### src/rtl/core/cpc_pkg.sv
`default_nettype none
package cpc_pkg;
  localparam int NormalFracBits = 14;

  localparam int CoordW = 24;
  localparam int RadW   = 23;
  localparam int NormW  = 16;

  localparam int CentW = CoordW + 1;
  localparam int DiffW = CoordW + 2;
  localparam int SqW   = 2 * DiffW;
  localparam int RsW   = RadW + 1;
  localparam int D2W   = 2 * CoordW;
  localparam int RemW  = D2W + 1;
  localparam int QuoW  = 2 * NormalFracBits + 3;
  localparam int RootW = NormalFracBits + 2;
  localparam int QpW   = 2 * RootW;
  localparam int SRemW = RootW + 3;
  localparam int MagW  = NormalFracBits + 1;
  localparam int MulW  = MagW + RadW;
  localparam int VW    = CoordW + 2;

  localparam logic signed [CoordW-1:0] CoordMax = {1'b0, {(CoordW-1){1'b1}}};
  localparam logic signed [CoordW-1:0] CoordMin = {1'b1, {(CoordW-1){1'b0}}};

  typedef struct packed {
    logic                     hit;
    logic                     coinc;
    logic                     neg_x;
    logic                     neg_y;
    logic signed [CoordW-1:0] off_x;
    logic signed [CoordW-1:0] off_y;
    logic        [RadW-1:0]   ra;
  } side_t;
endpackage
`default_nettype wire

### src/rtl/core/cpc_sqrt.sv
`default_nettype none
module cpc_sqrt (
  input  logic                          clk_i,
  input  logic                          rst_ni,
  input  logic                          en_i,
  input  logic                          valid_i,
  input  cpc_pkg::side_t                side_i,
  input  logic [cpc_pkg::QuoW-1:0]      qx_i,
  input  logic [cpc_pkg::QuoW-1:0]      qy_i,
  output logic                          valid_o,
  output cpc_pkg::side_t                side_o,
  output logic [cpc_pkg::RootW-1:0]     ux_o,
  output logic [cpc_pkg::RootW-1:0]     uy_o
);
  import cpc_pkg::*;

  // one root bit per stage, remainder form
  function automatic logic [SRemW+RootW-1:0] sq_step(logic [SRemW-1:0] rem,
                                                     logic [RootW-1:0] root,
                                                     logic [1:0]       pair);
    logic [SRemW-1:0] r;
    logic [SRemW-1:0] t;
    r = {rem[SRemW-3:0], pair};
    t = SRemW'({root, 2'b01});
    if (r >= t) begin
      return {r - t, root[RootW-2:0], 1'b1};
    end else begin
      return {r, root[RootW-2:0], 1'b0};
    end
  endfunction

  logic [RootW-1:0] vld_q;
  logic [QpW-1:0]   ax_q [RootW];
  logic [QpW-1:0]   ay_q [RootW];
  logic [SRemW-1:0] rx_q [RootW];
  logic [SRemW-1:0] ry_q [RootW];
  logic [RootW-1:0] tx_q [RootW];
  logic [RootW-1:0] ty_q [RootW];
  side_t            s_q  [RootW];

  logic [QpW-1:0]   ax_p [RootW];
  logic [QpW-1:0]   ay_p [RootW];
  logic [SRemW-1:0] rx_p [RootW];
  logic [SRemW-1:0] ry_p [RootW];
  logic [RootW-1:0] tx_p [RootW];
  logic [RootW-1:0] ty_p [RootW];
  side_t            s_p  [RootW];
  logic [SRemW+RootW-1:0] nx [RootW];
  logic [SRemW+RootW-1:0] ny [RootW];

  always_comb begin
    ax_p[0] = QpW'(qx_i);
    ay_p[0] = QpW'(qy_i);
    rx_p[0] = '0;
    ry_p[0] = '0;
    tx_p[0] = '0;
    ty_p[0] = '0;
    s_p[0]  = side_i;
    for (int k = 1; k < RootW; k++) begin
      ax_p[k] = ax_q[k-1];
      ay_p[k] = ay_q[k-1];
      rx_p[k] = rx_q[k-1];
      ry_p[k] = ry_q[k-1];
      tx_p[k] = tx_q[k-1];
      ty_p[k] = ty_q[k-1];
      s_p[k]  = s_q[k-1];
    end
    for (int k = 0; k < RootW; k++) begin
      nx[k] = sq_step(rx_p[k], tx_p[k], ax_p[k][2*(RootW-1-k) +: 2]);
      ny[k] = sq_step(ry_p[k], ty_p[k], ay_p[k][2*(RootW-1-k) +: 2]);
    end
  end

  always_ff @(posedge clk_i or negedge rst_ni) begin
    if (!rst_ni) begin
      vld_q <= '0;
    end else if (en_i) begin
      vld_q <= {vld_q[RootW-2:0], valid_i};
    end
  end

  always_ff @(posedge clk_i) begin
    if (en_i) begin
      for (int k = 0; k < RootW; k++) begin
        ax_q[k] <= ax_p[k];
        ay_q[k] <= ay_p[k];
        rx_q[k] <= nx[k][SRemW+RootW-1:RootW];
        ry_q[k] <= ny[k][SRemW+RootW-1:RootW];
        tx_q[k] <= nx[k][RootW-1:0];
        ty_q[k] <= ny[k][RootW-1:0];
        s_q[k]  <= s_p[k];
      end
    end
  end

  assign valid_o = vld_q[RootW-1];
  assign side_o  = s_q[RootW-1];
  assign ux_o    = tx_q[RootW-1];
  assign uy_o    = ty_q[RootW-1];
endmodule
`default_nettype wire

### config.mk
export PLATFORM = sky130hd
export DESIGN_NAME = cpc_sqrt
export DESIGN_NICKNAME = d
export VERILOG_FILES = /design/src/rtl/core/cpc_pkg.sv /design/src/rtl/core/cpc_sqrt.sv
export SDC_FILE = /design/constraint.sdc
export NUM_CORES = 2
export LEC_CHECK = 0
export BUFFER_PORTS_ARGS = -buffer_cell sky130_fd_sc_hd__buf_2
export CAP_MARGIN = 20
export CORE_UTILIZATION = 45
export CTS_BUF_LIST = sky130_fd_sc_hd__clkbuf_2 sky130_fd_sc_hd__clkbuf_4 sky130_fd_sc_hd__clkbuf_8
export DETAILED_ROUTE_END_ITERATION = 12
export MAX_ROUTING_LAYER = met4
export SLEW_MARGIN = 20
export SYNTH_ARGS = -nofsm -noshare
export SYNTH_HDL_FRONTEND = slang
export SYNTH_SLANG_ARGS = --single-unit
export TNS_END_PERCENT = 1
### constraint.sdc
create_clock -name clk_i -period 3 [get_ports clk_i]
set_input_delay 0.15 -clock clk_i [delete_from_list [all_inputs] [get_ports clk_i]]
set_output_delay 0.15 -clock clk_i [all_outputs]
set_load 0.005 [all_outputs]
# Word level (Yosys, flattened, before mapping)
# Memory sizes are Yosys's and may differ from the RTL's.
# Index checks and enable logic that the tools add are counted.
dict set report op_classes {
  magnitude_cmp 32
  add_sub_neg 32
  mux 34
}
# op n
set ops {}
lappend ops {{$mux W35} 32}
lappend ops {{$ge A19 B18 Y1} 30}
lappend ops {{$sub A19 B18 Y19} 30}
lappend ops {{$sub A1 B1 Y2 const B} 2}
lappend ops {{$ge A1 B1 Y1 const B} 2}
lappend ops {{$mux W1} 2}
dict set report totals {
  in_bits 141
  word_cells 106
  out_inout_bits 108
  reg_bits 16
  ram_bits 3344
  memories 7
}
# name words word_bits rd rd_ports_with_merged_regs wr line_no
set memory_table {}
lappend memory_table {s_q 16 75 16 0 16 cpc_sqrt.sv:39} ;# side_t s_q [RootW];
lappend memory_table {ax_q 16 32 15 0 16 cpc_sqrt.sv:33} ;# logic [QpW-1:0] ax_q [RootW];
lappend memory_table {ay_q 16 32 15 0 16 cpc_sqrt.sv:34} ;# logic [QpW-1:0] ay_q [RootW];
lappend memory_table {rx_q 16 19 15 0 16 cpc_sqrt.sv:35} ;# logic [SRemW-1:0] rx_q [RootW];
lappend memory_table {ry_q 16 19 15 0 16 cpc_sqrt.sv:36} ;# logic [SRemW-1:0] ry_q [RootW];
lappend memory_table {tx_q 16 16 16 0 16 cpc_sqrt.sv:37} ;# logic [RootW-1:0] tx_q [RootW];
lappend memory_table {{1 more memories} - - - - - -}

# Depth between registers and ports, before layout
# An unclocked memory read counts as a cell.
dict set report depth {
  word_depth 3
  mapped_depth 12
  ltp_nobuf 10
}

# Worst setup path before layout
# OpenSTA, ideal clock, no wires.
dict set report synth_timing {
  kind {register to register}
  startpoint {memory ry_q[1][67] (netlist bit)}
  endpoint {memory ry_q[1][77] (netlist bit), data pin}
  arrival_time_ns 2.416
  setup_slack_ns 0.317
  path_buffers 2
  setup_time_ns 0.267
  stages_incl_launch_ff 10
  required_ns 2.733
  period_less_slack_ns 2.683
  cell_sequence {edfxtp_1 > ha_1 > clkbuf_1 > a21oi_1 > nor2b_1 > or4_1 > a21o_1 > a31oi_2 > clkbuf_1 > o21ai_0}
}
# item line_no
set synth_lines {}
lappend synth_lines {{from (decl)} cpc_sqrt.sv:36}

==> flow_metrics.env <==
export IMPL_cp_end_kind="register"
export IMPL_drv_cap=0
export IMPL_cts_sinks=2434
export IMPL_r2r_end="rx_q[1][92]"
export IMPL_rsz0062_at_grt="true"
export IMPL_antenna_found_initial=1
export IMPL_total_power_w=0.0771
export IMPL_worstSkewPairLatency_ps=1010
export IMPL_wl_um=139000
export IMPL_crit_path_start_kind="register"
export IMPL_path_clk_slew_ps=60
export IMPL_hpwl_um=88000
export IMPL_worst_r2r_path_depth=9
export IMPL_drt_iter0_markers=2440
export IMPL_p_per_area_nw_per_um2=709
export IMPL_arrival_ps=3650
export IMPL_worstPathRequired_ps=3740
export IMPL_route_detailed_drc=0
export IMPL_via_count=45000
export IMPL_ys_seq_elements=2434
export IMPL_slew_limit_headroom_pct=50.7
export IMPL_synthCells=5387
export IMPL_synth_edf_count=2418
export IMPL_crit_start="rx_q[1][57]"
export IMPL_critPathCapture="rx_q[1][92]"
export IMPL_dp_cells=8393
export IMPL_r2r_start="rx_q[1][57]"
export IMPL_fp_dieW_um=454
export IMPL_synth_ff_type="edfxtp_1"
export IMPL_synth_top_cell_by_area="edfxtp_1"
export IMPL_synth_common_cells="edfxtp_1 (2418), inv_1 (346), ha_1 (304), nand2_1 (277), nor2_1 (265)"
export IMPL_grt_pass1_vias=45500
export IMPL_grt_overflow_total=0
export IMPL_report_final_slew_viol_count=0
export IMPL_vias_per_cell=4.79
export IMPL_wl_per_cell_um=14.8
export IMPL_dieArea_um2=206000
export IMPL_cp_max_fo=4
export IMPL_clock_root_buffer="clkbuf_8"
export IMPL_numCtsBuffers=402
export IMPL_worstHoldPathType="input pin to async pin"
export IMPL_num_io_pins=249
export IMPL_routabilityCongestion=0.889
export IMPL_synth_distinct_cells=91
export IMPL_grt_pass1_wl_um=224000
export IMPL_fin_skew_ps=75.6
export IMPL_cts_tree="yes"
export IMPL_power_leakage_nw=40.3
export IMPL_setup_viol=0
export IMPL_nFillCells=16300
export IMPL_hold_viol_final=0
export IMPL_drive_gt1_share_pct=16.8
export IMPL_core_um2=203000
export IMPL_synth_top_cell_area_share_pct=78.8
export IMPL_synth_seq_area_share_pct=79.3
export IMPL_htree_levels=5
export IMPL_syn_area_per_cell_um2=17.1
export IMPL_die_h_um=454
export IMPL_fin_crit_sh_pct=96.9
export IMPL_start_util_pct=45.4
export IMPL_fmax_mhz=344
export IMPL_syn_to_final_growth_pct=18.1
export IMPL_dr_pass1_iters=5
export IMPL_yosysWarnings=0
export IMPL_tightestPinTransition_ps=738
export IMPL_portBuffers=248
export IMPL_fin_crit_ps=2910
export IMPL_clock_path_buffers=4
export IMPL_ant_nets=0
export IMPL_r2r_setup_slack_ps=90
export IMPL_yosysMostFrequentCell="edfxtp_1"
export IMPL_status="finished clean"
export IMPL_crit_type="register to register"
export IMPL_grt_max_degree=113
export IMPL_netlist_top_cells_area="edfxtp_1 (79%), ha_1 (4.1%), xnor2_1 (1.6%)"
export IMPL_async_flop_share_pct=0.657
export IMPL_final_cells=9388
export IMPL_nets=6853
export IMPL_irDropWorstVdd_v=0.000556
export IMPL_synth_area_um2=92100
export IMPL_grt_usage_pct=13.8
export IMPL_fp_row_count=165
-- worst min-delay path by stage --
stage                       from   endpoint  slack, ps  cells past startpoint
after CTS                 rst_ni   vld_q[7]        120                      3
after global placement    rst_ni  vld_q[15]         80                      1
after global routing      rst_ni   vld_q[9]        190                      3
final                     rst_ni   vld_q[7]        250                      3
after detailed placement  rst_ni  vld_q[15]         90                      1
after floorplan           rst_ni   vld_q[0]       -150                      0
-- stage by stage --
step | cell area [µm²] | hold slack [ps] | setup slack [ps] | utilization, % | TNS, ps
6_report | 109000 | 255 | 91.7 | 53.6 | 0
5_1_grt | 109000 | 192 | -4.50 | 53.6 | -4.50
4_1_cts | 109000 | 119 | 22.2 | 53.6 | 0
3_5_place_dp | 98100 | 90.9 | 50.9 | 48.4 | 0
3_3_place_gp | 98100 | 79.7 | 145 | 48.4 | 0
2_1_floorplan | 92100 | -146 | 317 | - | 0
-- logic make-up (layout without fill, tap and decap cells) --
group | after synthesis | in the layout | share of synthesized area, %
compound gates | 793 | 793 | 5.29
xor+xnor | 325 | 325 | 3.09
fa+ha+maj | 304 | 304 | 4.13
buf+inv | 410 | 1736 | 1.71
flops | 2434 | 2434 | 79.3
mux | 67 | 67 | 0.811
other cells | 1 | 4 | 0.00407
simple gates | 1053 | 1053 | 5.68
-- routing by layer --
metal	global-route usage [%]	share of wire, %	vias up
li1	-	-	22500
met1	16.6	44	21300
met2	22.3	48	888
met3	3.52	4.8	315
met4	5.26	2.8	0
met5	-	0	-
-- final cells by class --
class | instances | area (µm²) | share of cell area, %
Inverter | 347 | 1300 | 1.20
Clock inverter | 162 | 951 | 0.875
Multi-Input combinational cell | 2544 | 17600 | 16.2
Clock buffer | 548 | 6740 | 6.19
Tap cell | 2672 | 3340 | 3.08
Timing Repair Buffer | 679 | 5760 | 5.30
Sequential cell | 2434 | 73000 | 67.2
Antenna cell | 2 | 5.00 | 0.00460
-- report_power, final --
group	switching, W	internal, W	total [W]	leakage (nW)
Combinational	0.00394	0.00335	0.00729	12.7
Sequential	0.00133	0.0410	0.0423	23.6
Clock	0.0122	0.0152	0.0275	4.08
Total	0.0175	0.0595	0.0771	40.3
-- registers in the layout, summed over array words and instances, names as in the netlist --
register	count
vld_q	16
ty_q	128
ax_q	248
ry_q	233
tx_q	128
ay_q	248
s_q	1200
rx_q	233
-- placed cells by master (no fill, tap or decap), types with 58 or more instances in the layout --
cell	instances
nand2b_1	75
o21ai_0	253
nor3_1	98
o21a_1	58
nor2_1	265
edfxtp_1	2418
dlygate4sd3_1	282
ha_1	302
nand3_1	59
a21o_1	69
xnor2_1	173
clkbuf_4	129
clkinv_1	103
inv_1	346
a21oi_1	223
nand2_1	276
mux2_2	61
xor2_1	152
buf_4	104
clkbuf_8	419
buf_2	247
-- repair_timing --
action                                   CTS  global route
endpoints found under the hold margin   1929             0
endpoints found under the setup margin     0            61
buffers inserted                           0             1
hold buffers                             282             0
gates resized for setup                    0            26
-- critical path, stage by stage (launching register included) --
cell,delay [ps]
edfxtp_1,410
ha_1,370
nor2b_1,150
o21ai_0,280
a21oi_1,170
o221ai_1,240
a21oi_1,120
or2_2,310
a221o_1,330
mux2_2,270
Power figures use the tool's default switching activity.
