`src/rtl/core/cpc_pkg.sv`:
```
`default_nettype none
package cpc_pkg;
  localparam int NormalFracBits = 14;

  localparam int CoordW = 24;
  localparam int RadW   = 23;
  localparam int NormW  = 16;

  localparam int CentW = CoordW + 1;
  localparam int DiffW = CoordW + 2;
  localparam int SqW   = 2 * DiffW;
  localparam int RsW   = RadW + 1;
  localparam int D2W   = 2 * CoordW;
  localparam int RemW  = D2W + 1;
  localparam int QuoW  = 2 * NormalFracBits + 3;
  localparam int RootW = NormalFracBits + 2;
  localparam int QpW   = 2 * RootW;
  localparam int SRemW = RootW + 3;
  localparam int MagW  = NormalFracBits + 1;
  localparam int MulW  = MagW + RadW;
  localparam int VW    = CoordW + 2;

  localparam logic signed [CoordW-1:0] CoordMax = {1'b0, {(CoordW-1){1'b1}}};
  localparam logic signed [CoordW-1:0] CoordMin = {1'b1, {(CoordW-1){1'b0}}};

  typedef struct packed {
    logic                     hit;
    logic                     coinc;
    logic                     neg_x;
    logic                     neg_y;
    logic signed [CoordW-1:0] off_x;
    logic signed [CoordW-1:0] off_y;
    logic        [RadW-1:0]   ra;
  } side_t;
endpackage
`default_nettype wire

```
`src/rtl/core/cpc_contact.sv`:
```
`default_nettype none
module cpc_contact (
  input  logic                              clk_i,
  input  logic                              rst_ni,
  input  logic                              en_i,
  input  logic                              valid_i,
  input  cpc_pkg::side_t                    side_i,
  input  logic        [cpc_pkg::RootW-1:0]  ux_i,
  input  logic        [cpc_pkg::RootW-1:0]  uy_i,
  output logic                              valid_o,
  output logic                              hit_o,
  output logic                              coincident_o,
  output logic signed [cpc_pkg::NormW-1:0]  normal_x_o,
  output logic signed [cpc_pkg::NormW-1:0]  normal_y_o,
  output logic signed [cpc_pkg::CoordW-1:0] contact_x_o,
  output logic signed [cpc_pkg::CoordW-1:0] contact_y_o
);
  import cpc_pkg::*;

  localparam logic [MulW:0] Half = (MulW+1)'(1) << (NormalFracBits - 1);

  function automatic logic signed [CoordW-1:0] place(logic [MulW-1:0] prod,
                                                     logic neg,
                                                     logic signed [CoordW-1:0] off);
    logic [MulW:0]          rs;
    logic signed [VW-1:0]   pe;
    logic signed [VW-1:0]   v;
    rs = {1'b0, prod} + Half;
    pe = $signed(VW'(rs[MulW:NormalFracBits]));
    v  = VW'(off) + (neg ? -pe : pe);
    if (v > VW'(CoordMax)) begin
      return CoordMax;
    end else if (v < VW'(CoordMin)) begin
      return CoordMin;
    end else begin
      return v[CoordW-1:0];
    end
  endfunction

  logic [1:0]       vld_q;
  side_t            s1_q;
  logic [MagW-1:0]  cx_q, cy_q;
  logic [MulW-1:0]  px_q, py_q;

  logic             hit_q, coinc_q;
  logic signed [NormW-1:0]  nx_q, ny_q;
  logic signed [CoordW-1:0] kx_q, ky_q;

  logic [RootW:0]   sx, sy;
  logic [MagW-1:0]  cx_d, cy_d;
  logic             live;
  logic signed [NormW-1:0] mx, my;

  always_comb begin
    sx   = {1'b0, ux_i} + (RootW+1)'(1);
    sy   = {1'b0, uy_i} + (RootW+1)'(1);
    live = side_i.hit && !side_i.coinc;
    cx_d = live ? sx[MagW:1] : '0;
    cy_d = live ? sy[MagW:1] : '0;
    mx   = $signed(NormW'(cx_q));
    my   = $signed(NormW'(cy_q));
  end

  always_ff @(posedge clk_i or negedge rst_ni) begin
    if (!rst_ni) begin
      vld_q <= '0;
    end else if (en_i) begin
      vld_q <= {vld_q[0], valid_i};
    end
  end

  always_ff @(posedge clk_i) begin
    if (en_i) begin
      s1_q <= side_i;
      cx_q <= cx_d;
      cy_q <= cy_d;
      px_q <= cx_d * side_i.ra;
      py_q <= cy_d * side_i.ra;

      hit_q   <= s1_q.hit;
      coinc_q <= s1_q.hit && s1_q.coinc;
      nx_q    <= s1_q.neg_x ? -mx : mx;
      ny_q    <= s1_q.neg_y ? -my : my;
      kx_q    <= s1_q.hit ? place(px_q, s1_q.neg_x, s1_q.off_x) : '0;
      ky_q    <= s1_q.hit ? place(py_q, s1_q.neg_y, s1_q.off_y) : '0;
    end
  end

  assign valid_o      = vld_q[1];
  assign hit_o        = hit_q;
  assign coincident_o = coinc_q;
  assign normal_x_o   = nx_q;
  assign normal_y_o   = ny_q;
  assign contact_x_o  = kx_q;
  assign contact_y_o  = ky_q;
endmodule
`default_nettype wire

```
`config.mk`:
```
export PLATFORM = sky130hd
export DESIGN_NAME = cpc_contact
export DESIGN_NICKNAME = d
export VERILOG_FILES = /design/src/rtl/core/cpc_pkg.sv /design/src/rtl/core/cpc_contact.sv
export SDC_FILE = /design/constraint.sdc
export NUM_CORES = 2
export LEC_CHECK = 0
export ABC_AREA = 1
export BUFFER_PORTS_ARGS = -buffer_cell sky130_fd_sc_hd__buf_2
export CELL_PAD_IN_SITES_DETAIL_PLACEMENT = 1
export CELL_PAD_IN_SITES_GLOBAL_PLACEMENT = 2
export CORE_MARGIN = 2
export CORE_UTILIZATION = 30
export CTS_BUF_LIST = sky130_fd_sc_hd__clkbuf_8 sky130_fd_sc_hd__clkbuf_16
export DETAILED_ROUTE_END_ITERATION = 16
export PLACE_DENSITY = 0.79
export RECOVER_POWER = 50
export SLEW_MARGIN = 0
export SYNTH_ARGS = -nofsm -noshare
export SYNTH_HDL_FRONTEND = slang
export SYNTH_SLANG_ARGS = --single-unit
```
`constraint.sdc`:
```
create_clock -name clk_i -period 4.94 [get_ports clk_i]
set_clock_uncertainty 0.05 [all_clocks]
set_input_delay 0 -clock clk_i [delete_from_list [all_inputs] [get_ports clk_i]]
set_output_delay 0 -clock clk_i [all_outputs]
set_load 0.03 [all_outputs]
```
; ---- Word level (Yosys, flattened, before mapping)
; Index checks and enable logic that the tools add are counted.
[classes]
n_addsub = 10
mul = 2
magnitude_cmp = 4
n_mux = 10
bitwise_logic = 1
reduce_logical = 5
[op_table]
columns = operator, n
row1 = $add 38x14->39 const B, 2
row2 = $mul 15x23->38, 2
row3 = $mux 15, 4
row4 = $add 24x26->26, 2
row5 = $gt 26x24->1 const B, 2
row6 = $lt 26x24->1 const B, 2
row7 = $mux 26, 2
row8 = $neg 25->26, 2
row9 = $mux 24, 2
row10 = $mux 23, 2
row11 = $add 16x1->16 const B, 2
row12 = $neg 15->16, 2
row13 = $reduce_or 2->1, 2
row14 = $logic_and 1x1->1, 2
row15 = $logic_not 1->1, 1
row16 = $not 1->1, 1
[totals]
ff_bits = 242
out_inout_bits = 83
elab_cells = 53

; ---- Logic depth before layout (Yosys ltp)
[depth]
word_depth = 7
ltp_mapped = 41

; ---- Least setup slack after synthesis
; OpenSTA, ideal clock, no wires.
[synth_timing]
path_type = input -> register
start = in ux_i[0] (netlist name)
end = reg px_q[33] (data pin)
setup_ns = 0.259
arrival_ns = 6.010
setup_slack_ns = -1.379
stages = 37
path_buffers = 1
path_cell_list = ha_1 nand2_1 nor2_1 inv_1 nor2_1 nand2_1 nor2_1 inv_1 nor2_1 inv_1 nor2_1 inv_1 nand3_1 clkbuf_1 nor2_1 fa_1 inv_1 fa_1 inv_1 fa_1 fa_1 fa_1 inv_1 fa_1 inv_1 ha_1 a21oi_1 nor2_1 nor2_1 inv_1 nand2_1 o211ai_1 a21oi_1 o21ai_1 nand2_1 nand2_1 xor2_1
[synth_via]
elab_chain_cells = 3
[synth_rtl]
columns = element, line
row1 = from (decl), cpc_contact.sv:8  ; input logic [cpc_pkg::RootW-1:0] ux_i,
row2 = $add 16x1->16, cpc_contact.sv:55  ; sx = {1'b0, ux_i} + (RootW+1)'(1);
row3 = $mux 15, cpc_contact.sv:58  ; cx_d = live ? sx[MagW:1] : '0;
row4 = $mul 15x23->38, cpc_contact.sv:77  ; px_q <= cx_d * side_i.ra;
row5 = to (signal assigned), cpc_contact.sv:77
row6 = to (decl), cpc_contact.sv:43  ; logic [MulW-1:0] px_q, py_q;
; No other way between the ends.
; A chain may end at the register's enable or synchronous reset.

; ---- Worst setup path in the final report
[layout_timing]
start = in ux_i[1] (netlist name)
end = reg px_q[36] (data pin)
; Same word-level chain as after synthesis.

==> impl_metrics.toml <==
[pwr]
p_leak_uw = 0.0232
p_per_area_nw_per_um2 = 351
irDropWorstVdd_uv = 264

[logic_synthesis]
synth_cells = 4314
synth_xor_area_share_pct = 4.37
synth_top_family_by_area = "adder cells"
yosys.area_share.adder_pct = 40.1
synth-edff-count = 214
synth_ff_type = "edfxtp_1"
synth-seq-area-share_pct = 18.5
synth_area_um2 = 35100
yosysUniqueCellTypes = 55
syn_nets = 5223
synth-seq-cells = 216
async_flop_share_pct = 0.926
syn_avg_cell_area_um2 = 8.13
ys_warn_count = 0
synth_compound_area_share_pct = 5.16
muxShareOfSynthArea_pct = 0
synthSimpleGateAreaFrac_pct = 21.2

[hold_path]
hold_path_depth = 2
min_to = "s1_q[66]$_DFFE_PP_"
worst_hold_path_type = "input pin to flop"
hold_start = "side_i[66]"

[drt]
dr.pass1.iters = 5
ant_nets = 0
finalWirelength_um = 130000
drt-initial-drc-count = 1779
wl_per_cell_um = 19.3
vias = 31800
drc_errors = 0
detail_route.vias_per_cell = 4.73

[setup_path]
worst-path-max-fanout = 5
critPathSlowestCell = "fa_1"
timing.rr.end = "contact_y_o[6]$_SDFFCE_PN0P_"
crit_top_cell = "fa_1"
cpPeakStageDelay_ps = 560
cp_data_required_time_ps = 5200
rrSetupSlack_ps = 280
r2r-start = "py_q[14]$_DFFE_PP_"
cp-end-kind = "flop"
crit_path_start_kind = "input pin"
crit_type = "input pin to flop"
arrival_ps = 6190
reg2reg_depth = 30

[clocking]
clk_latency_ps = 580
cts_root_buf = "clkbuf_16"
cts_tree = "built"
h-tree-depth = 1
clk_pin_slew_ps = 70
cts.path.max_buffers = 3
cts-buffers-inserted = 26
cts.sinks = 216

[placement]
numPortBuffers = 193
gp_congestion = 0.898
dp.final_hpwl_um = 104000
place_ws_ps = -1830
place_inst = 6480

[sta]
slew_headroom_pct = -85.6
worstMarginPinSlew_ps = 2780
setup_tns_ps = -40550
rsz0062_at_grt = "yes"
fmax_mhz = 169
final.setup.worst_slack_ps = -992
finalCritPeriodShare_pct = 120
min_period_ps = 5930
slew_violations = 101
setup_viol = 50
hold_viol = 0

[finish]
drive_gt1_share_pct = 29.3
final_cell_count_no_fill = 6718
num-fill-cells = 13700
final-seq-area_um2 = 6480
area_growth_pct = 38.1
multi_input_area_um2 = 27800
nNetsFinal = 6082

[grt]
grt_use_total_pct = 20.8
grt_pass1_wl_um = 194000
grt_overflow = 0
grt_max_degree = 119
grt_pass1_vias = 34400
antenna_found_initial = 6

[status]
run_status = "complete, but fails checks"
violations = "capacitance limit, slew limit, setup timing"

[floorplanning]
dieHeight_um = 346
fp.dieW_um = 346
start_util_pct = 30.2
placementRows = 125
die_area_um2 = 120000
core_area_um2 = 116000
io_pins = 194

[job]
maxCapViolCount = 1
[registers in the layout, indices dropped and copies added (netlist names)]
name and count:
s1_q 52, px_q 25, py_q 25, contact_x_o 24
contact_y_o 24, normal_x_o 16, normal_y_o 16, cx_q 15
cy_q 15, vld_q 2, coincident_o 1, hit_o 1
[final cells by class]
cell class	count	area share (%)
antenna	2	0.0103
clock buffer	27	1.40
clock inverter	20	0.475
inverter	867	6.83
multi-input combinational	3105	57.5
sequential	216	13.4
tap	1524	3.94
timing repair buffer	955	16.5
timing repair inverter	2	0.0491
[synthesized netlist by cell type, types with 12 or more instances]
cell / n / share of area (%)
clkinv_1: 16 / 0.17
nand2_2: 12 / 0.21
xnor2_1: 53 / 1.3
o21bai_1: 18 / 0.39
inv_1: 844 / 9.0
nand3_1: 160 / 2.3
nand2_1: 943 / 10
nor3_1: 46 / 0.66
o21ai_0: 90 / 1.3
a21oi_1: 138 / 2.0
edfxtp_1: 214 / 18
nor2_1: 558 / 6.0
clkbuf_1: 117 / 1.3
ha_1: 256 / 9.1
fa_1: 542 / 31
a31oi_1: 13 / 0.23
xor2_1: 120 / 3.0
nand4_1: 29 / 0.52
[cells by family after synthesis]
logic type               after synthesis
buffers and inverters                998
XOR/XNOR                             174
AO/OA/AOI/OAI                        320
AND/OR/NAND/NOR                     1808
flip-flops                           216
adder cells (fa/ha/maj)              798
[metal layers]
layer | up-vias | GRT usage, % | wire length (um)
li1 | 14900 | - | -
met1 | 16000 | 28.4 | 58400
met2 | 704 | 34.4 | 61100
met3 | 178 | 3.10 | 6770
met4 | 6 | 5.27 | 3280
met5 | - | 0 | 41
[layout by cell type (no fill, tap or decap), drive strengths merged, types with 3 or more instances in the layout]
cell / instances
a211oi: 6
a21boi: 6
a21o: 8
a21oi: 138
a31oi: 13
buf: 869
bufinv: 5
clkbuf: 56
clkinv: 26
clkinvlp: 3
dlygate4sd3: 57
edfxtp: 214
fa: 542
ha: 256
inv: 855
nand2: 956
nand3: 175
nand3b: 6
nand4: 29
nor2: 572
nor3: 48
nor3b: 4
nor4: 11
o211ai: 4
o21a: 11
o21ai: 101
o21bai: 18
o221ai: 3
o31ai: 4
or2: 9
xnor2: 53
xor2: 121
[worst max-delay path: cells and delay by family]
family	cells	cell delay, ps
buf+inv	14	1110
simple gates	13	970
xor+xnor	1	90
compound gates	3	530
fa+ha+maj	8	3450
[metrics by stage]
| stage | cell area (um2) | power, uW | utilization [%] | hold slack (ps) |
|---|---|---|---|---|
| after detailed placement | 43100 | 13000 | 37.1 | -262 |
| after global placement | 43100 | 12800 | 37.1 | -265 |
| after CTS | 46100 | 16000 | 39.8 | 47.3 |
| after global routing | 48400 | 18300 | 41.7 | 84.7 |
| final | 48400 | 17000 | 41.7 | 98.2 |
| after floorplan | 35800 | 9260 | - | -346 |
[worst max-delay path by stage]
stage                        from            endpoint  depth (start not counted)
after floorplan           uy_i[0]  py_q[37]$_DFFE_PP_                         33
after CTS                 ux_i[1]  px_q[33]$_DFFE_PP_                         39
final                     ux_i[1]  px_q[36]$_DFFE_PP_                         39
after global routing      uy_i[1]  py_q[32]$_DFFE_PP_                         38
after detailed placement  ux_i[0]  px_q[27]$_DFFE_PP_                         35
after global placement    uy_i[0]  py_q[37]$_DFFE_PP_                         27
[power breakdown]
group | switching (uW) | internal, uW | leakage [uW]
Sequential | 318 | 2630 | 0.00213
Clock | 856 | 1250 | 0.000451
Combinational | 6950 | 4980 | 0.0206
[repair_timing]
action                                  4_1_cts  5_1_grt
hold endpoints to repair                    144        0
gates resized for setup                     281      459
hold buffers                                 57        0
endpoints found under the setup margin       51       98
pin swaps                                   116      175
setup buffers                                75       73
cloned                                        2        9
Note: power is estimated with default switching activity, not from simulation.
