==> src/rtl/core/cpc_pkg.sv <==
`default_nettype none
package cpc_pkg;
  localparam int NormalFracBits = 14;

  localparam int CoordW = 24;
  localparam int RadW   = 23;
  localparam int NormW  = 16;

  localparam int CentW = CoordW + 1;
  localparam int DiffW = CoordW + 2;
  localparam int SqW   = 2 * DiffW;
  localparam int RsW   = RadW + 1;
  localparam int D2W   = 2 * CoordW;
  localparam int RemW  = D2W + 1;
  localparam int QuoW  = 2 * NormalFracBits + 3;
  localparam int RootW = NormalFracBits + 2;
  localparam int QpW   = 2 * RootW;
  localparam int SRemW = RootW + 3;
  localparam int MagW  = NormalFracBits + 1;
  localparam int MulW  = MagW + RadW;
  localparam int VW    = CoordW + 2;

  localparam logic signed [CoordW-1:0] CoordMax = {1'b0, {(CoordW-1){1'b1}}};
  localparam logic signed [CoordW-1:0] CoordMin = {1'b1, {(CoordW-1){1'b0}}};

  typedef struct packed {
    logic                     hit;
    logic                     coinc;
    logic                     neg_x;
    logic                     neg_y;
    logic signed [CoordW-1:0] off_x;
    logic signed [CoordW-1:0] off_y;
    logic        [RadW-1:0]   ra;
  } side_t;
endpackage
`default_nettype wire

==> src/rtl/core/cpc_front.sv <==
`default_nettype none
module cpc_front (
  input  logic                              clk_i,
  input  logic                              rst_ni,
  input  logic                              en_i,
  input  logic                              valid_i,
  input  logic signed [cpc_pkg::CoordW-1:0] a_pos_x_i,
  input  logic signed [cpc_pkg::CoordW-1:0] a_pos_y_i,
  input  logic signed [cpc_pkg::CoordW-1:0] a_off_x_i,
  input  logic signed [cpc_pkg::CoordW-1:0] a_off_y_i,
  input  logic        [cpc_pkg::RadW-1:0]   a_radius_i,
  input  logic signed [cpc_pkg::CoordW-1:0] b_pos_x_i,
  input  logic signed [cpc_pkg::CoordW-1:0] b_pos_y_i,
  input  logic signed [cpc_pkg::CoordW-1:0] b_off_x_i,
  input  logic signed [cpc_pkg::CoordW-1:0] b_off_y_i,
  input  logic        [cpc_pkg::RadW-1:0]   b_radius_i,
  output logic                              valid_o,
  output cpc_pkg::side_t                    side_o,
  output logic        [cpc_pkg::D2W-1:0]    m2x_o,
  output logic        [cpc_pkg::D2W-1:0]    m2y_o,
  output logic        [cpc_pkg::D2W-1:0]    d2_o
);
  import cpc_pkg::*;

  logic [3:0] vld_q;

  logic signed [CentW-1:0] cax_q, cay_q, cbx_q, cby_q;
  logic        [RsW-1:0]   rs1_q, rs2_q;
  side_t                   s1_q, s2_q, s3_q, s4_q;
  logic        [DiffW-1:0] mx_q, my_q;
  logic        [SqW-1:0]   sqx_q, sqy_q;
  logic        [2*RsW-1:0] rsq_q;
  logic        [D2W-1:0]   m2x_q, m2y_q, d2_q;

  logic signed [DiffW-1:0] dx, dy;
  logic        [DiffW-1:0] mx_d, my_d;
  logic        [SqW:0]     d2f;
  side_t                   s1_d, s2_d, s4_d;

  always_comb begin
    s1_d       = '0;
    s1_d.off_x = a_off_x_i;
    s1_d.off_y = a_off_y_i;
    s1_d.ra    = a_radius_i;

    dx   = DiffW'(cax_q) - DiffW'(cbx_q);
    dy   = DiffW'(cay_q) - DiffW'(cby_q);
    mx_d = dx[DiffW-1] ? DiffW'(-dx) : DiffW'(dx);
    my_d = dy[DiffW-1] ? DiffW'(-dy) : DiffW'(dy);
    s2_d       = s1_q;
    s2_d.neg_x = dx[DiffW-1];
    s2_d.neg_y = dy[DiffW-1];

    d2f        = {1'b0, sqx_q} + {1'b0, sqy_q};
    s4_d       = s3_q;
    s4_d.hit   = d2f <= (SqW+1)'(rsq_q);
    s4_d.coinc = d2f == '0;
  end

  always_ff @(posedge clk_i or negedge rst_ni) begin
    if (!rst_ni) begin
      vld_q <= '0;
    end else if (en_i) begin
      vld_q <= {vld_q[2:0], valid_i};
    end
  end

  always_ff @(posedge clk_i) begin
    if (en_i) begin
      cax_q <= CentW'(a_pos_x_i) + CentW'(a_off_x_i);
      cay_q <= CentW'(a_pos_y_i) + CentW'(a_off_y_i);
      cbx_q <= CentW'(b_pos_x_i) + CentW'(b_off_x_i);
      cby_q <= CentW'(b_pos_y_i) + CentW'(b_off_y_i);
      rs1_q <= {1'b0, a_radius_i} + {1'b0, b_radius_i};
      s1_q  <= s1_d;

      mx_q  <= mx_d;
      my_q  <= my_d;
      rs2_q <= rs1_q;
      s2_q  <= s2_d;

      sqx_q <= mx_q * mx_q;
      sqy_q <= my_q * my_q;
      rsq_q <= rs2_q * rs2_q;
      s3_q  <= s2_q;

      m2x_q <= sqx_q[D2W-1:0];
      m2y_q <= sqy_q[D2W-1:0];
      d2_q  <= d2f[D2W-1:0];
      s4_q  <= s4_d;
    end
  end

  assign valid_o = vld_q[3];
  assign side_o  = s4_q;
  assign m2x_o   = m2x_q;
  assign m2y_o   = m2y_q;
  assign d2_o    = d2_q;
endmodule
`default_nettype wire

==> config.mk <==
export PLATFORM = sky130hd
export DESIGN_NAME = cpc_front
export DESIGN_NICKNAME = d
export VERILOG_FILES = /design/src/rtl/core/cpc_pkg.sv /design/src/rtl/core/cpc_front.sv
export SDC_FILE = /design/constraint.sdc
export NUM_CORES = 2
export LEC_CHECK = 0
export BUFFER_PORTS_ARGS = -buffer_cell sky130_fd_sc_hd__buf_2
export CAP_MARGIN = 10
export CORE_MARGIN = 10
export CORE_UTILIZATION = 50
export DETAILED_ROUTE_END_ITERATION = 10
export GPL_TIMING_DRIVEN = 0
export PLACE_DENSITY = 0.67
export SYNTH_ARGS = -nofsm -noshare
export SYNTH_HDL_FRONTEND = slang
export SYNTH_SLANG_ARGS = --single-unit
==> constraint.sdc <==
create_clock -name clk_i -period 14.35 [get_ports clk_i]
set_clock_uncertainty 0.1 [all_clocks]
set_input_delay 0.7175 -clock clk_i [delete_from_list [all_inputs] [get_ports clk_i]]
set_output_delay 0.7175 -clock clk_i [all_outputs]
set_load 0.03 [all_outputs]
# --- Word-level counts from Yosys, hierarchy flattened ---
# Cells that the tools add are included.
classes:
  add_sub_neg: 10
  mul: 3
  n_div: 0
  order_cmp: 1
  eq_ne: 0
  shifts: 0
  muxes: 2
  n_bitwise: 0
  n_reduce_logical: 1
op_table:
  columns: ["operator", "n"]
  rows:
  - ["$mul A26 B26 Y52", 2]
  - ["$add A24 B24 Y25", 4]
  - ["$add A52 B52 Y53", 1]
  - ["$le A53 B48 Y1", 1]
  - ["$logic_not A53 Y1", 1]
  - ["$neg A26 Y26", 2]
  - ["$sub A25 B25 Y26", 2]
  - ["$mux W25", 2]
  - ["$mul A24 B24 Y48", 1]
  - ["$add A23 B23 Y24", 1]
word_totals:
  ff_bits: 792
  latch_bits: 0
  ramBits: 0
  romBits: 0
  inputBits: 242
  output_inout_bits: 220
  wordCells: 54
  n_memories: 0

# --- Longest topological paths before layout ---
logic_depth:
  word_depth: 3
  mapped_depth: 31
  mapped_depth_nobuf: 30

# --- Worst setup path before layout ---
# No wires, ideal clock.
synth_path:
  path_kind: "register to register"
  startpoint: "register rs2_q[17]"
  endpoint: "register rsq_q[45], data pin"
  setup_time_ps: 258
  t_arrival_ps: 7350
  required_time_ps: 13992
  path_slack_ps: 6642
  path_stages_with_launch: 29
  n_path_buf: 1
  period_less_slack_ps: 7708
  cell_sequence: "edfxtp_1 -> clkbuf_1 -> nand2_1 -> fa_1 -> inv_1 -> fa_1 -> inv_1 -> fa_1 -> fa_1 -> inv_1 -> fa_1 -> fa_1 -> inv_1 -> fa_1 -> inv_1 -> ha_1 -> and4_1 -> and2_1 -> and2_1 -> a211oi_1 -> a21oi_1 -> a31oi_1 -> a31oi_1 -> o31a_1 -> a41o_1 -> o31ai_1 -> nand2b_1 -> a21oi_1 -> xnor2_1"
synth_between:
  elab_chain_len: 1
synth_rtl:
  columns: ["element", "line", "source"]
  rows:
  - ["start: declaration", "cpc_front.sv:28", "logic [RsW-1:0] rs1_q, rs2_q;"]
  - ["start signal: assignment", "cpc_front.sv:79", "rs2_q <= rs1_q;"]
  - ["$mul A24 B24 Y48", "cpc_front.sv:84", "rsq_q <= rs2_q * rs2_q;"]
  - ["end signal: assignment", "cpc_front.sv:84", null]
  - ["end: declaration", "cpc_front.sv:32", "logic [2*RsW-1:0] rsq_q;"]
# No other way between the ends.
# A chain may end at the register's enable or synchronous reset.

# --- Final worst setup path ---
layout_path:
  startpoint: "register my_q[19]"
  endpoint: "register sqy_q[50], data pin"
layout_between:
  elab_chain_len: 1
layout_rtl:
  columns: ["element", "line", "source"]
  rows:
  - ["start: declaration", "cpc_front.sv:30", "logic [DiffW-1:0] mx_q, my_q;"]
  - ["start signal: assignment", "cpc_front.sv:78", "my_q <= my_d;"]
  - ["$mul A26 B26 Y52", "cpc_front.sv:83", "sqy_q <= my_q * my_q;"]
  - ["end signal: assignment", "cpc_front.sv:83", null]
  - ["end: declaration", "cpc_front.sv:31", "logic [SqW-1:0] sqx_q, sqy_q;"]
# No other way between the ends.

==> metrics.csv <==
stage,metric,value,unit
clock_network,CTS Buf Count,89,
timing,Least-Margin Pin Slew,1264,ps
finish,Reg area,23610,sq um
critical_path,"Req. time, crit path",14770,ps
critical_path,critical path's most frequent cell,fa_1,
die,FP Rows,155,
detailed_routing,Remaining DRCs,0,
critical_path,Critical Path Max Stage Delay,780,ps
critical_path,Worst R2R Setup Slack,3660,ps
critical_path,"CP delay by family, top",adder cells,
grt,Top Usage Layer GRT,met2,
timing,max-slew violation count,0,
synthesis,largest area contributor in the netlist,fa_1,
timing,Fin. Hold Viols,0,
finish,area of the multi-input gates,57020,sq um
synthesis,async set-reset flop share out of synthesis,0.005083,
grt,total gr overflow,0,
critical_path,critical path type,reg -> reg,
die,core footprint,178200,sq um
timing,Slew HR,0.1515,
clock_network,Resize count post-CTS,0,
synthesis,"Distinct cells, synth",77,
finish,share of cells above drive strength 1,0.07132,
detailed_routing,Routed Antenna Nets,0,
synthesis,mapped cell area,89490,sq um
timing,Final min period,10690,ps
synthesis,post-synth top area share,0.3259,
grt,met1 Resource Use GR,0.3126,
finish,"leading cell type in the layout, fill and taps excluded",inv_1,
timing,Total Neg Setup Slack,0,ps
die,Die X,443.1,microns
timing,fmax,93.55,MHz
grt,vias in the first global route,65800,
critical_path,Worst R2R Path Depth,26,
critical_path,"Max stage delay cell, worst path",o41ai_1,
clock_network,CTS max path bufs,3,
critical_path,Worst EP arrival,11110,ps
clock_network,Worst-path clk slew,60,ps
detailed_routing,DRT Pass-1 Iters,8,
finish,Util after Layout,0.5519,
critical_path,Crit. End Element,flop,
detailed_routing,via count,60050,
clock_network,worst-skew pair later-pin latency,770,ps
run_status,status,"finished, final reports clean",
grt,initial antenna violation count,13,
detailed_routing,via-per-instance ratio,5.258,
critical_path,Buffers & Inverters on Critical Path,5,
synthesis,Synth Register Bits,787,
synthesis,Post-synth EDFFs,783,
critical_path,worst-path maximum fanout,10,
place,RePlAce Congestion,1.003,
die,io pins,462,
clock_network,number of clock sinks,787,
critical_path,Critical Path Start Type,flop,
flow_run,max cap viols,0,
finish,Final #Nets,11520,
timing,Final Setup Violations,0,
clock_network,H-Tree Depth,3,
die,die height,443.1,microns
synthesis,YS warnings,0,
clock_network,root buffer cell,clkbuf_16,
grt,met2 Usage GRT,0.4002,
worst_hold_path,WHS Path Cells,1,
die,Die ar.,196300,sq um
synthesis,Cells after Synth,8394,
grt,global-route wire length before repair,373.7,mm
detailed_routing,DRT iter0 DRCs,3980,
place,placed cell areas,94950,sq um
critical_path,Worst path depth,26,
detailed_routing,per-cell routed wire length,20.80,microns
worst_hold_path,hold crit path type,in -> reg,
detailed_routing,total wire length,237.5,mm
timing,Final period util,0.7449,
place,Final HPWL DP,197.9,mm
grt,grt met3 use,0.05565,
die,Starting Density,0.5021,
finish,"commonest non-fill, non-tap cells in the layout","inv_1, fa_1, ha_1, edfxtp_1, nand2_1",
synthesis,Synth Flop Type,edfxtp_1,
synthesis,Synth area leaders,"fa_1, edfxtp_1, ha_1",
finish,final cell area excluding filler cells,98370,sq um
grt,largest net degree at the start of global routing,136,
clock_network,CTS tree,done,
synthesis,"Avg Cell Area, Syn",10.66,sq um
grt,overall global routing resource usage,0.2463,
finish,P&R area growth vs syn,9.920,%
finish,fill count,15410,
place,I/O Buffers,459,
synthesis,sequential cell area fraction in the yosys report,0.2639,
timing,unrepaired setup endpoints after global routing,false,
state kept, by name, indices dropped and copies added (netlist names), 48 cells and up:
name    flops
s3_q       73
s1_q       71
sqx_q      51
side_o     75
s2_q       73
d2_o       48
sqy_q      51
cell families after synthesis:
kind of cell               synth area share
other                            0.00004190
and+or+nand+nor                     0.09081
AOI/OAI and AO/OA                   0.06467
adders and majority gates            0.4427
xor gates and xnor gates            0.03768
DFF                                  0.2639
buffers and inverters               0.09903
muxes                              0.001216
final cells by class:
class                   instances  share of cell area
multi-input cells            5249              0.5796
flip-flops and latches        787              0.2400
inverters                    2189             0.08353
well taps                    2355             0.02996
repair buffers                500             0.02881
clock buffers                 104             0.02321
clock inverters                59            0.008026
plain buffers                 170            0.006563
diodes                          8           0.0002035
path summary, 6_finish.rpt:
check / from / end
max: my_q[19] / sqy_q[50]
min: a_off_y_i[19] / s1_q[42]
max reg2reg: my_q[19] / sqy_q[50]
min reg2reg: s3_q[72] / side_o[72]
max in group asynchronous: rst_ni / vld_q[1]
min in group asynchronous: rst_ni / vld_q[2]
Yosys cell counts (25+ instances only):
library cell  instances
inv_1              2189
xor2_1              114
clkbuf_1            166
xnor2_1             271
a211oi_1             27
o21a_1               49
nand2b_1             43
nand2_1             615
o21ai_0             168
nor2_1              258
and2_1              415
edfxtp_1            783
ha_1                835
fa_1               1457
a21o_1              151
a21oi_1             275
and3_1               33
nand4_1              25
nor3_1               61
a31oi_1              33
o21bai_1             40
nand3_1              50
nor2b_1              68
routing by layer:
metal	wire [microns]	vias up
met4	12510	4
li1	-	27370
met1	95350	30160
met5	24	-
met3	19000	482
met2	110600	2030
worst register-to-register path, stage by stage (launching register included):
cell	delay, ps
edfxtp_1	760
clkbuf_1	610
clkbuf_1	770
nand2_1	280
fa_1	610
inv_1	60
fa_1	520
inv_1	50
fa_1	440
fa_1	560
inv_1	60
fa_1	560
fa_1	450
fa_1	470
ha_1	380
a21o_1	220
a21o_1	180
a21oi_1	130
o21ai_0	270
o211ai_1	370
o21ai_0	290
a2111oi_0	710
nor2_1	240
o41ai_1	780
o21ai_0	260
a21oi_1	220
xnor2_1	100
through the flow:
stage                     hold WS [ps]  setup WS (ps)  instances
after floorplan                  300.3           6642       8395
after global placement           300.9         -8.202      11210
after detailed placement         304.5           3817      11220
after CTS                        1.146           3780      11410
after global routing             38.95           3233      11410
final                            70.16           3660      11420
what timing repair did:
action	CTS	global route
endpoints found under the hold margin	33	0
buffers inserted	0	0
hold buffers	30	0
Power is left out: the tool's default activity adds up to more than one toggle a clock period on the data nets, which glitch-free logic cannot reach.
